$ cat src/rtl/core/crc16cr_pkg.sv
// ----------------------------------------------------------------------------
// CRC-16 challenge-response check: shared types and functions
// Byte-update functions for the XMODEM and reflected CCITT CRC-16 forms,
// the fixed challenge masks, and the payload records passed between stages.
// ----------------------------------------------------------------------------
`default_nettype none

package crc16cr_pkg;

    // Polynomial and top-bit mask of the MSB-first XMODEM CRC.
    localparam logic [15:0] XMODEM_POLY = 16'h1021;
    localparam logic [15:0] XMODEM_TOP  = 16'h8000;

    // Masks applied to challenge bytes b0 and b3.
    localparam logic [7:0]  B0_MASK     = 8'h55;
    localparam logic [7:0]  B3_MASK     = 8'h66;

    // Record carried through the CRC stages.
    typedef struct packed {
        logic [31:0] challenge;
        logic [31:0] reply;
        logic [15:0] crc;
    } t_stage;

    // Record carried into the compare stage.
    typedef struct packed {
        logic [31:0] expected;
        logic [31:0] reply;
    } t_resp;

    // MSB-first CRC-16 byte update, polynomial 0x1021 (eight narrow steps).
    function automatic logic [15:0] xmodem_byte(input logic [15:0] crc,
                                                input logic [7:0]  d);
        logic [15:0] c;
        c = crc ^ {d, 8'h00};
        for (int i = 0; i < 8; i++) begin
            if ((c & XMODEM_TOP) != 16'h0000) begin
                c = {c[14:0], 1'b0} ^ XMODEM_POLY;
            end else begin
                c = {c[14:0], 1'b0};
            end
        end
        return c;
    endfunction

    // Reflected CCITT byte update in its table-free form.
    function automatic logic [15:0] ccitt_byte(input logic [15:0] crc,
                                               input logic [7:0]  d);
        logic [7:0] t;
        t = d ^ crc[7:0];
        t = t ^ {t[3:0], 4'h0};
        return {t, crc[15:8]} ^ {12'h000, t[7:4]} ^ {5'b00000, t, 3'b000};
    endfunction

endpackage

`default_nettype wire

$ cat src/rtl/core/crc16cr_xm_stage.sv
// ----------------------------------------------------------------------------
// CRC-16 challenge-response check: XMODEM byte stage
// Applies one MSB-first XMODEM byte update to the running CRC and registers
// the result together with the request's challenge and reply.
// ----------------------------------------------------------------------------
`default_nettype none

module crc16cr_xm_stage (
    input  wire logic                i_clk,
    input  wire logic                i_rst_n,
    input  wire logic                i_valid,
    output logic                     o_ready,
    input  wire crc16cr_pkg::t_stage i_data,
    input  wire logic [7:0]          i_byte,
    output logic                     o_valid,
    output crc16cr_pkg::t_stage      o_data,
    input  wire logic                i_ready
);
    import crc16cr_pkg::*;

    logic   r_valid;
    t_stage r_data;
    t_stage n_data;
    logic   w_load;

    // The stage takes a new request when empty or when its content moves on.
    assign o_ready = !r_valid || i_ready;
    assign w_load  = i_valid && o_ready;

    // Next payload: one byte folded into the CRC.
    always_comb begin
        n_data           = i_data;
        n_data.crc       = xmodem_byte(i_data.crc, i_byte);
    end

    // Valid bit.
    always_ff @(posedge i_clk) begin
        if (!i_rst_n) begin
            r_valid <= 1'b0;
        end else if (o_ready) begin
            r_valid <= i_valid;
        end
    end

    // Payload register.
    always_ff @(posedge i_clk) begin
        if (w_load) begin
            r_data <= n_data;
        end
    end

    assign o_valid = r_valid;
    assign o_data  = r_data;

endmodule

`default_nettype wire

$ cat src/rtl/core/crc16cr_cc_stage.sv
// ----------------------------------------------------------------------------
// CRC-16 challenge-response check: CCITT stage
// Applies the reflected CCITT byte update with challenge byte b3 to the
// XMODEM value and packs the expected response word.
// ----------------------------------------------------------------------------
`default_nettype none

module crc16cr_cc_stage (
    input  wire logic                i_clk,
    input  wire logic                i_rst_n,
    input  wire logic                i_valid,
    output logic                     o_ready,
    input  wire crc16cr_pkg::t_stage i_data,
    output logic                     o_valid,
    output crc16cr_pkg::t_resp       o_data,
    input  wire logic                i_ready
);
    import crc16cr_pkg::*;

    logic        r_valid;
    t_resp       r_data;
    t_resp       n_data;
    logic [15:0] w_cc;
    logic        w_load;

    assign o_ready = !r_valid || i_ready;
    assign w_load  = i_valid && o_ready;

    // CCITT update and response packing: xm_lo, cc_lo, xm_hi, cc_hi.
    always_comb begin
        w_cc            = ccitt_byte(i_data.crc, i_data.challenge[31:24] ^ B3_MASK);
        n_data.expected = {w_cc[15:8], i_data.crc[15:8], w_cc[7:0], i_data.crc[7:0]};
        n_data.reply    = i_data.reply;
    end

    // Valid bit.
    always_ff @(posedge i_clk) begin
        if (!i_rst_n) begin
            r_valid <= 1'b0;
        end else if (o_ready) begin
            r_valid <= i_valid;
        end
    end

    // Payload register.
    always_ff @(posedge i_clk) begin
        if (w_load) begin
            r_data <= n_data;
        end
    end

    assign o_valid = r_valid;
    assign o_data  = r_data;

endmodule

`default_nettype wire

$ cat src/rtl/core/crc16cr_cmp_stage.sv
// ----------------------------------------------------------------------------
// CRC-16 challenge-response check: compare and output stage
// Compares the expected response with the partner's reply and holds the
// result in the output register of the master-side stream.
// ----------------------------------------------------------------------------
`default_nettype none

module crc16cr_cmp_stage (
    input  wire logic               i_clk,
    input  wire logic               i_rst_n,
    input  wire logic               i_valid,
    output logic                    o_ready,
    input  wire crc16cr_pkg::t_resp i_data,
    output logic                    o_tvalid,
    output logic [31:0]             o_tdata,
    output logic                    o_tuser,
    input  wire logic               i_tready
);
    import crc16cr_pkg::*;

    logic        r_valid;
    logic [31:0] r_resp;
    logic        r_match;
    logic        w_load;

    assign o_ready = !r_valid || i_tready;
    assign w_load  = i_valid && o_ready;

    // Valid bit.
    always_ff @(posedge i_clk) begin
        if (!i_rst_n) begin
            r_valid <= 1'b0;
        end else if (o_ready) begin
            r_valid <= i_valid;
        end
    end

    // Result register: response word and the one-bit flag of the 32-bit comparison.
    always_ff @(posedge i_clk) begin
        if (w_load) begin
            r_resp  <= i_data.expected;
            r_match <= (i_data.expected == i_data.reply);
        end
    end

    assign o_tvalid = r_valid;
    assign o_tdata  = r_resp;
    assign o_tuser  = r_match;

endmodule

`default_nettype wire

$ cat src/rtl/core/crc16_challenge_response_check.sv
// Throughput: one request per cycle unless stalled; four register stages (two
// XMODEM byte updates, the CCITT update, the compare) each hold one request.
// Backpressure stalls the pipeline in place; an empty stage still accepts.
// Reset (synchronous, active low) clears all valid bits; payloads are not reset.
// ----------------------------------------------------------------------------
// CRC-16 challenge-response check
// Computes the expected response to a 32-bit challenge from an XMODEM and a
// reflected CCITT CRC-16 and flags whether the partner's reply matches it.
// ----------------------------------------------------------------------------
`default_nettype none

module crc16_challenge_response_check (
    input  wire logic        i_clk,
    input  wire logic        i_rst_n,
    input  wire logic        s_axis_tvalid,
    output logic             s_axis_tready,
    input  wire logic [63:0] s_axis_tdata,  // [31:0] challenge, [63:32] device_reply
    output logic             m_axis_tvalid,
    input  wire logic        m_axis_tready,
    output logic [31:0]      m_axis_tdata,  // [31:0] expected_response
    output logic             m_axis_tuser   // [0] reply_matches
);
    import crc16cr_pkg::*;

    t_stage w_s0_data;
    t_stage w_s1_data;
    t_stage w_s2_data;
    t_resp  w_s3_data;
    logic   w_s1_valid;
    logic   w_s2_valid;
    logic   w_s3_valid;
    logic   w_s1_ready;
    logic   w_s2_ready;
    logic   w_s3_ready;
    logic   w_s4_ready;

    // Unpack the incoming request; the CRC starts at zero.
    assign w_s0_data = '{challenge: s_axis_tdata[31:0],
                         reply:     s_axis_tdata[63:32],
                         crc:       16'h0000};

    // XMODEM update over b0 ^ 0x55.
    crc16cr_xm_stage u_xm0 (
        .i_clk   (i_clk),
        .i_rst_n (i_rst_n),
        .i_valid (s_axis_tvalid),
        .o_ready (w_s1_ready),
        .i_data  (w_s0_data),
        .i_byte  (s_axis_tdata[7:0] ^ B0_MASK),
        .o_valid (w_s1_valid),
        .o_data  (w_s1_data),
        .i_ready (w_s2_ready)
    );

    // XMODEM update over ~b1.
    crc16cr_xm_stage u_xm1 (
        .i_clk   (i_clk),
        .i_rst_n (i_rst_n),
        .i_valid (w_s1_valid),
        .o_ready (w_s2_ready),
        .i_data  (w_s1_data),
        .i_byte  (~w_s1_data.challenge[15:8]),
        .o_valid (w_s2_valid),
        .o_data  (w_s2_data),
        .i_ready (w_s3_ready)
    );

    // CCITT update over b3 ^ 0x66 and response packing.
    crc16cr_cc_stage u_cc (
        .i_clk   (i_clk),
        .i_rst_n (i_rst_n),
        .i_valid (w_s2_valid),
        .o_ready (w_s3_ready),
        .i_data  (w_s2_data),
        .o_valid (w_s3_valid),
        .o_data  (w_s3_data),
        .i_ready (w_s4_ready)
    );

    // Compare and output register.
    crc16cr_cmp_stage u_cmp (
        .i_clk    (i_clk),
        .i_rst_n  (i_rst_n),
        .i_valid  (w_s3_valid),
        .o_ready  (w_s4_ready),
        .i_data   (w_s3_data),
        .o_tvalid (m_axis_tvalid),
        .o_tdata  (m_axis_tdata),
        .o_tuser  (m_axis_tuser),
        .i_tready (m_axis_tready)
    );

    assign s_axis_tready = w_s1_ready;

    // Reset empties the pipeline.
    a_reset_empties: assert property (@(posedge i_clk)
        !i_rst_n |=> !m_axis_tvalid && !w_s1_valid && !w_s2_valid && !w_s3_valid)
        else $error("pipeline not empty after reset");

    // Input backpressure only when every stage is full and the output stalls.
    a_full_when_stalled: assert property (@(posedge i_clk) disable iff (!i_rst_n)
        !s_axis_tready |-> w_s1_valid && w_s2_valid && w_s3_valid
                           && m_axis_tvalid && !m_axis_tready)
        else $error("input stalled while the pipeline has room");

    // An accepted request occupies the first stage in the next cycle.
    a_accept_fills: assert property (@(posedge i_clk) disable iff (!i_rst_n)
        s_axis_tvalid && s_axis_tready |=> w_s1_valid)
        else $error("accepted request lost at the first stage");

endmodule

`default_nettype wire
$ cat config.mk
export PLATFORM = sky130hd
export DESIGN_NAME = crc16_challenge_response_check
export DESIGN_NICKNAME = d
export VERILOG_FILES = /design/src/rtl/core/crc16cr_pkg.sv /design/src/rtl/core/crc16cr_xm_stage.sv /design/src/rtl/core/crc16cr_cc_stage.sv /design/src/rtl/core/crc16cr_cmp_stage.sv /design/src/rtl/core/crc16_challenge_response_check.sv
export SDC_FILE = /design/constraint.sdc
export NUM_CORES = 1
export LEC_CHECK = 0
export ABC_AREA = 1
export BUFFER_PORTS_ARGS = -buffer_cell sky130_fd_sc_hd__buf_2
export CAP_MARGIN = 15
export CORE_MARGIN = 4
export CORE_UTILIZATION = 64
export DETAILED_ROUTE_END_ITERATION = 12
export PLACE_DENSITY = 0.93
export SETUP_SLACK_MARGIN = 0.15
export SLEW_MARGIN = 20
export SYNTH_ARGS = -nofsm -noshare
export SYNTH_HDL_FRONTEND = slang
export SYNTH_HIERARCHICAL = 1
export SYNTH_SLANG_ARGS = --single-unit
$ cat constraint.sdc
create_clock -name i_clk -period 10.6 [get_ports i_clk]
set_clock_uncertainty 0.1 [all_clocks]
set_input_delay 2.12 -clock i_clk [delete_from_list [all_inputs] [get_ports i_clk]]
set_output_delay 2.12 -clock i_clk [all_outputs]
set_load 0.01 [all_outputs]
==> Word level (Yosys, flattened, before mapping) <==
Index checks and enable logic that the tools add are counted.
{ "word_totals": {"word_cells": 69, "mem_bits_rw": 0, "out_inout_bits": 35, "mem_bits_ro": 0, "ff_bits": 261, "in_bits": 68, "memories": 0, "latch_bits": 0} }
{ "classes": {"bitwise_logic": 24, "reduce_logical": 12, "n_eq_ne": 1, "shifts": 0, "multipliers": 0, "n_div": 0, "mux": 16, "add_sub_neg": 0, "n_lt_le_gt_ge": 0} }
{ "ops": {"columns": ["operator", "count"], "rows": [
  ["$mux 13", 16],
  ["$not 3->3", 16],
  ["$eq 32x32->1", 1],
  ["$xor 16x11->16", 1],
  ["$xor 16x16->16", 1],
  ["$xor 16x4->16", 1],
  ["$xor 8x8->8", 2],
  ["$not 4->4", 2],
  ["$not 8->8", 1],
  ["$logic_and 1x1->1", 4],
  ["$logic_not 1->1", 4],
  ["$logic_or 1x1->1", 4]
]} }

==> Depth between registers and ports, before layout <==
{ "logic_depth": {"ltp_word": 18, "ltp_mapped": 9, "mapped_depth_nobuf": 9} }

==> By module <==
Netlist, hierarchy kept.
{ "by_module_without_submodules": {"columns": ["mod", "area_each_um2", "cells_per_inst", "seq_area_each_um2", "instances"], "rows": [
  ["crc16cr_xm_stage", 2945.3, 203, 2422.3, 2],
  ["crc16cr_cc_stage", 2454.9, 185, 1941.9, 1],
  ["crc16cr_cmp_stage", 1680.4, 207, 1011.0, 1],
  ["crc16_challenge_response_check", 48.8, 13, 0.0, 1]
]} }

==> Least setup slack after synthesis <==
OpenSTA, ideal clock, no wires.
{ "synth_path": {"path_type": "input to register", "from": "input m_axis_tready", "to": "register u_xm0.r_data, in the netlist u_xm0/o_data[0], enable pin", "cell_stages": 8, "setup_slack_ns": 3.633, "n_path_buf": 0, "required_time_ns": 9.955, "arrival_time_ns": 6.322, "setup_ns": 0.545, "cell_sequence": "inv_1 > nand2_1 > inv_1 > nand2_1 > inv_1 > nand2_1 > inv_1 > a21oi_1"} }
{ "synth_between": {"elab_chain_cells": 5} }
{ "synth_rtl": {"columns": ["item", "line", "text"], "rows": [
  ["start, declared", "crc16_challenge_response_check.sv:19", "input wire logic m_axis_tready,"],
  ["$logic_or 1x1->1", "crc16cr_cmp_stage.sv:26", "assign o_ready = !r_valid || i_tready;"],
  ["named net w_s4_ready", "crc16_challenge_response_check.sv:35", "logic w_s4_ready;"],
  ["$logic_or 1x1->1", "crc16cr_cc_stage.sv:26", "assign o_ready = !r_valid || i_ready;"],
  ["named net w_s3_ready", "crc16_challenge_response_check.sv:34", "logic w_s3_ready;"],
  ["$logic_or 1x1->1", "crc16cr_xm_stage.sv:27", "assign o_ready = !r_valid || i_ready;"],
  ["named net w_s2_ready", "crc16_challenge_response_check.sv:33", "logic w_s2_ready;"],
  ["$logic_or 1x1->1", "crc16cr_xm_stage.sv:27", null],
  ["$logic_and 1x1->1", "crc16cr_xm_stage.sv:28", "assign w_load = i_valid && o_ready;"],
  ["named net u_xm0.w_load", "crc16cr_xm_stage.sv:24", "logic w_load;"],
  ["end signal, assigned", "crc16cr_xm_stage.sv:48", "r_data <= n_data;"],
  ["end, declared", "crc16cr_xm_stage.sv:22", "t_stage r_data;"]
]} }
The timed path passes the listed nets, and every way through them passes these cells.
A chain may end at the register's enable or synchronous reset.

==> Final worst setup path <==
{ "layout_path": {"from": "input m_axis_tready", "to": "output s_axis_tready"} }
{ "layout_between": {"elab_chain_cells": 4} }
{ "layout_rtl": {"columns": ["item", "line", "text"], "rows": [
  ["$logic_or 1x1->1", "crc16cr_cmp_stage.sv:26", null],
  ["named net w_s4_ready", "crc16_challenge_response_check.sv:35", null],
  ["$logic_or 1x1->1", "crc16cr_cc_stage.sv:26", null],
  ["named net w_s3_ready", "crc16_challenge_response_check.sv:34", null],
  ["$logic_or 1x1->1", "crc16cr_xm_stage.sv:27", null],
  ["named net w_s2_ready", "crc16_challenge_response_check.sv:33", null],
  ["$logic_or 1x1->1", "crc16cr_xm_stage.sv:27", null],
  ["end, declared", "crc16_challenge_response_check.sv:16", "output logic s_axis_tready,"]
]} }
The timed path passes the listed nets, and every way through them passes these cells.

==> summary.txt <==
Clock network
  – CTS max path bufs: 3
  – CTS Buf Count: 22
  – Setup Fix Bufs, Post-CTS: 0
  – CTS tree: yes
  – H-tree levels: 1
  – Clk_lat worst skew: 0.49 ns
  – Root Driver: clkbuf_16
  – Hold_buf cts: 0
  – Post_cts resized: 0
  – Clock-pin slew on the worst setup and hold paths: 0.06 ns
  – Clk sinks: 221

Global routing
  – Number of global-route vias before repair: 5,842
  – GRT Total Usage: 0.237
  – Gr ovfl total: 0
  – First-pass GRT wire length: 29,400 µm
  – Pin count of the biggest net entering global routing: 65
  – Initial antenna violation count: 0

Worst setup path
  – CP cell instances: buf_2 > inv_1 > nand2_1 > inv_1 > nand2_1 > inv_1 > nand2_1 > inv_1 > nand2_1 > buf_2
  – RR Startpoint: u_cmp/o_tvalid
  – Worst EP required: 8.38 ns
  – CP endpoint kind: output port
  – Slowest cell on crit path: nand2_1
  – Critical-path maximum fanout: 2
  – Crit start category: input port
  – Critical Path Start: m_axis_tready
  – Slowest cell delay on critical path: 0.14 ns
  – CP Class: in2out
  – Arrival time worst endpoint: 3.20 ns

Floorplan
  – Chip height: 126 µm
  – Die Area: 0.0158 mm²
  – Core Area: 0.0134 mm²
  – I/O pin total: 103
  – Die width: 126 µm
  – Initial Util: 0.662
  – Site Rows: 42

Synthesis
  – Yosys Warn Count: 6
  – Post-synthesis cell count: 771
  – Syn_area_per_cell: 11.5 µm²
  – Syn Std Cell Area: 0.00887 mm²

Cells and area
  – Reg area: 0.00660 mm²
  – Footprint of the multi-input gates: 0.00197 mm²
  – Ant. Diodes: 0
  – Post-route core utilization: 0.792
  – Synth-to-layout area growth: 19.6%
  – Fin nets: 998
  – Filler Cell Count: 663
  – Share of cells above drive strength 1: 0.199

Timing
  – RSZ-0062 raised after global routing: no
  – Fin Setup TNS: 0 ns
  – # setup viols final: 0
  – Hold Fails Final Rpt: 0
  – Slew HR: 0.420
  – Tcrit/Tclk final: 0.511
  – Min cycle time layout: 5.42 ns
  – Worst-Margin Slew: 0.869 ns
  – Fmax: 185 MHz
  – Final count of pins violating max slew: 0

Power
  – Peak supply drop: 0.000133 V
  – Leakage: 4.79 nW
  – Pwr per Cell Area: 191 mW/mm²

Worst hold path
  – Worst Min Path Start: u_xm0/o_data[36]
  – Worst min-delay path class: reg2reg

Outcome
  – Status: finished, final reports clean

Drt
  – # DRC: 0
  – Remaining antenna violation count after routing: 0
  – Initial DRC Count: 668
  – DR vias: 5,888
  – Final wirelength: 19,000 µm
  – Drt first pass iters: 5
  – Routed len/inst: 16.9 µm
  – Routed vias/inst: 5.25

Place
  – GP Congestion: 0.864
  – Post-detail-place hpwl: 11,300 µm
  – IO Port Bufs: 94

Job
  – Maxcap violations: 0
## final timing paths
| kind | to | slack, ns | cells past startpoint |
|---|---|---|---|
| worst max-delay path | s_axis_tready | 5.18 | 10 |
| worst min-delay path | u_xm1/o_data[36] | 0.31 | 0 |
| worst max register to register | u_xm0/o_data[8] | 8.36 | 8 |
| worst min register to register | u_xm1/o_data[36] | 0.31 | 0 |
## final cells by class
type | instances | area share
Clock buffer | 27 | 0.0557
Clock inverter | 13 | 0.0209
Inverter | 131 | 0.0463
Multi-Input combinational cell | 456 | 0.186
Sequential cell | 221 | 0.622
Tap cell | 176 | 0.0208
Timing Repair Buffer | 98 | 0.0491
## where the power goes
group | leakage (nW) | internal, mW | switching (mW)
Combinational | 2.31 | 0.0412 | 0.0882
Sequential | 2.08 | 1.01 | 0.0229
Clock | 0.397 | 0.545 | 0.315
Total | 4.79 | 1.60 | 0.426
## routing by layer
metal	GRT usage	share of wire	vias up
met5	0	0	-
met3	0.0360	0.071	66
met4	0.115	0.044	0
met2	0.432	0.53	333
li1	-	-	2743
met1	0.273	0.35	2746
## critical path, delay by kind of cell
| family | cells | cell delay [ns] |
|---|---|---|
| buffers and inverters | 6 | 0.71 |
| AND/OR/NAND/NOR | 4 | 0.36 |
## per-stage QoR
stage	setup slack, ns	instance area (µm²)	power (mW)	hold slack [ns]	cells
floorplan	4.43	9010	1.13	0.300	808
global placement	5.33	9770	1.16	0.301	1081
detailed placement	5.26	9770	1.17	0.305	1081
CTS	5.24	10600	2.02	0.317	1121
global route	5.10	10600	2.09	0.321	1122
finish	5.18	10600	2.02	0.315	1122
## sequential cells by signal (all words and copies together) (netlist names)
signal          flops
u_cmp/o_tvalid      1
u_xm0/o_valid       1
u_cmp/o_tdata      32
u_xm0/o_data       64
u_cc/o_data        64
u_xm1/o_data       56
u_cmp/o_tuser       1
u_cc/o_valid        1
u_xm1/o_valid       1
## cells in the final DEF (no fill, tap or decap)
cell type	instances
inv_6	1
clkbuf_16	23
clkinvlp_4	1
a21boi_0	4
nor2_1	43
a21oi_4	4
clkbuf_1	4
bufinv_16	6
edfxtp_1	217
conb_1	38
xor2_1	12
nand2_1	292
buf_16	1
buf_4	3
nand3_1	20
buf_2	94
dfxtp_1	4
clkinv_2	5
inv_1	124
nand2_2	43
inv_2	7
Note: power is estimated with default switching activity, not from simulation.
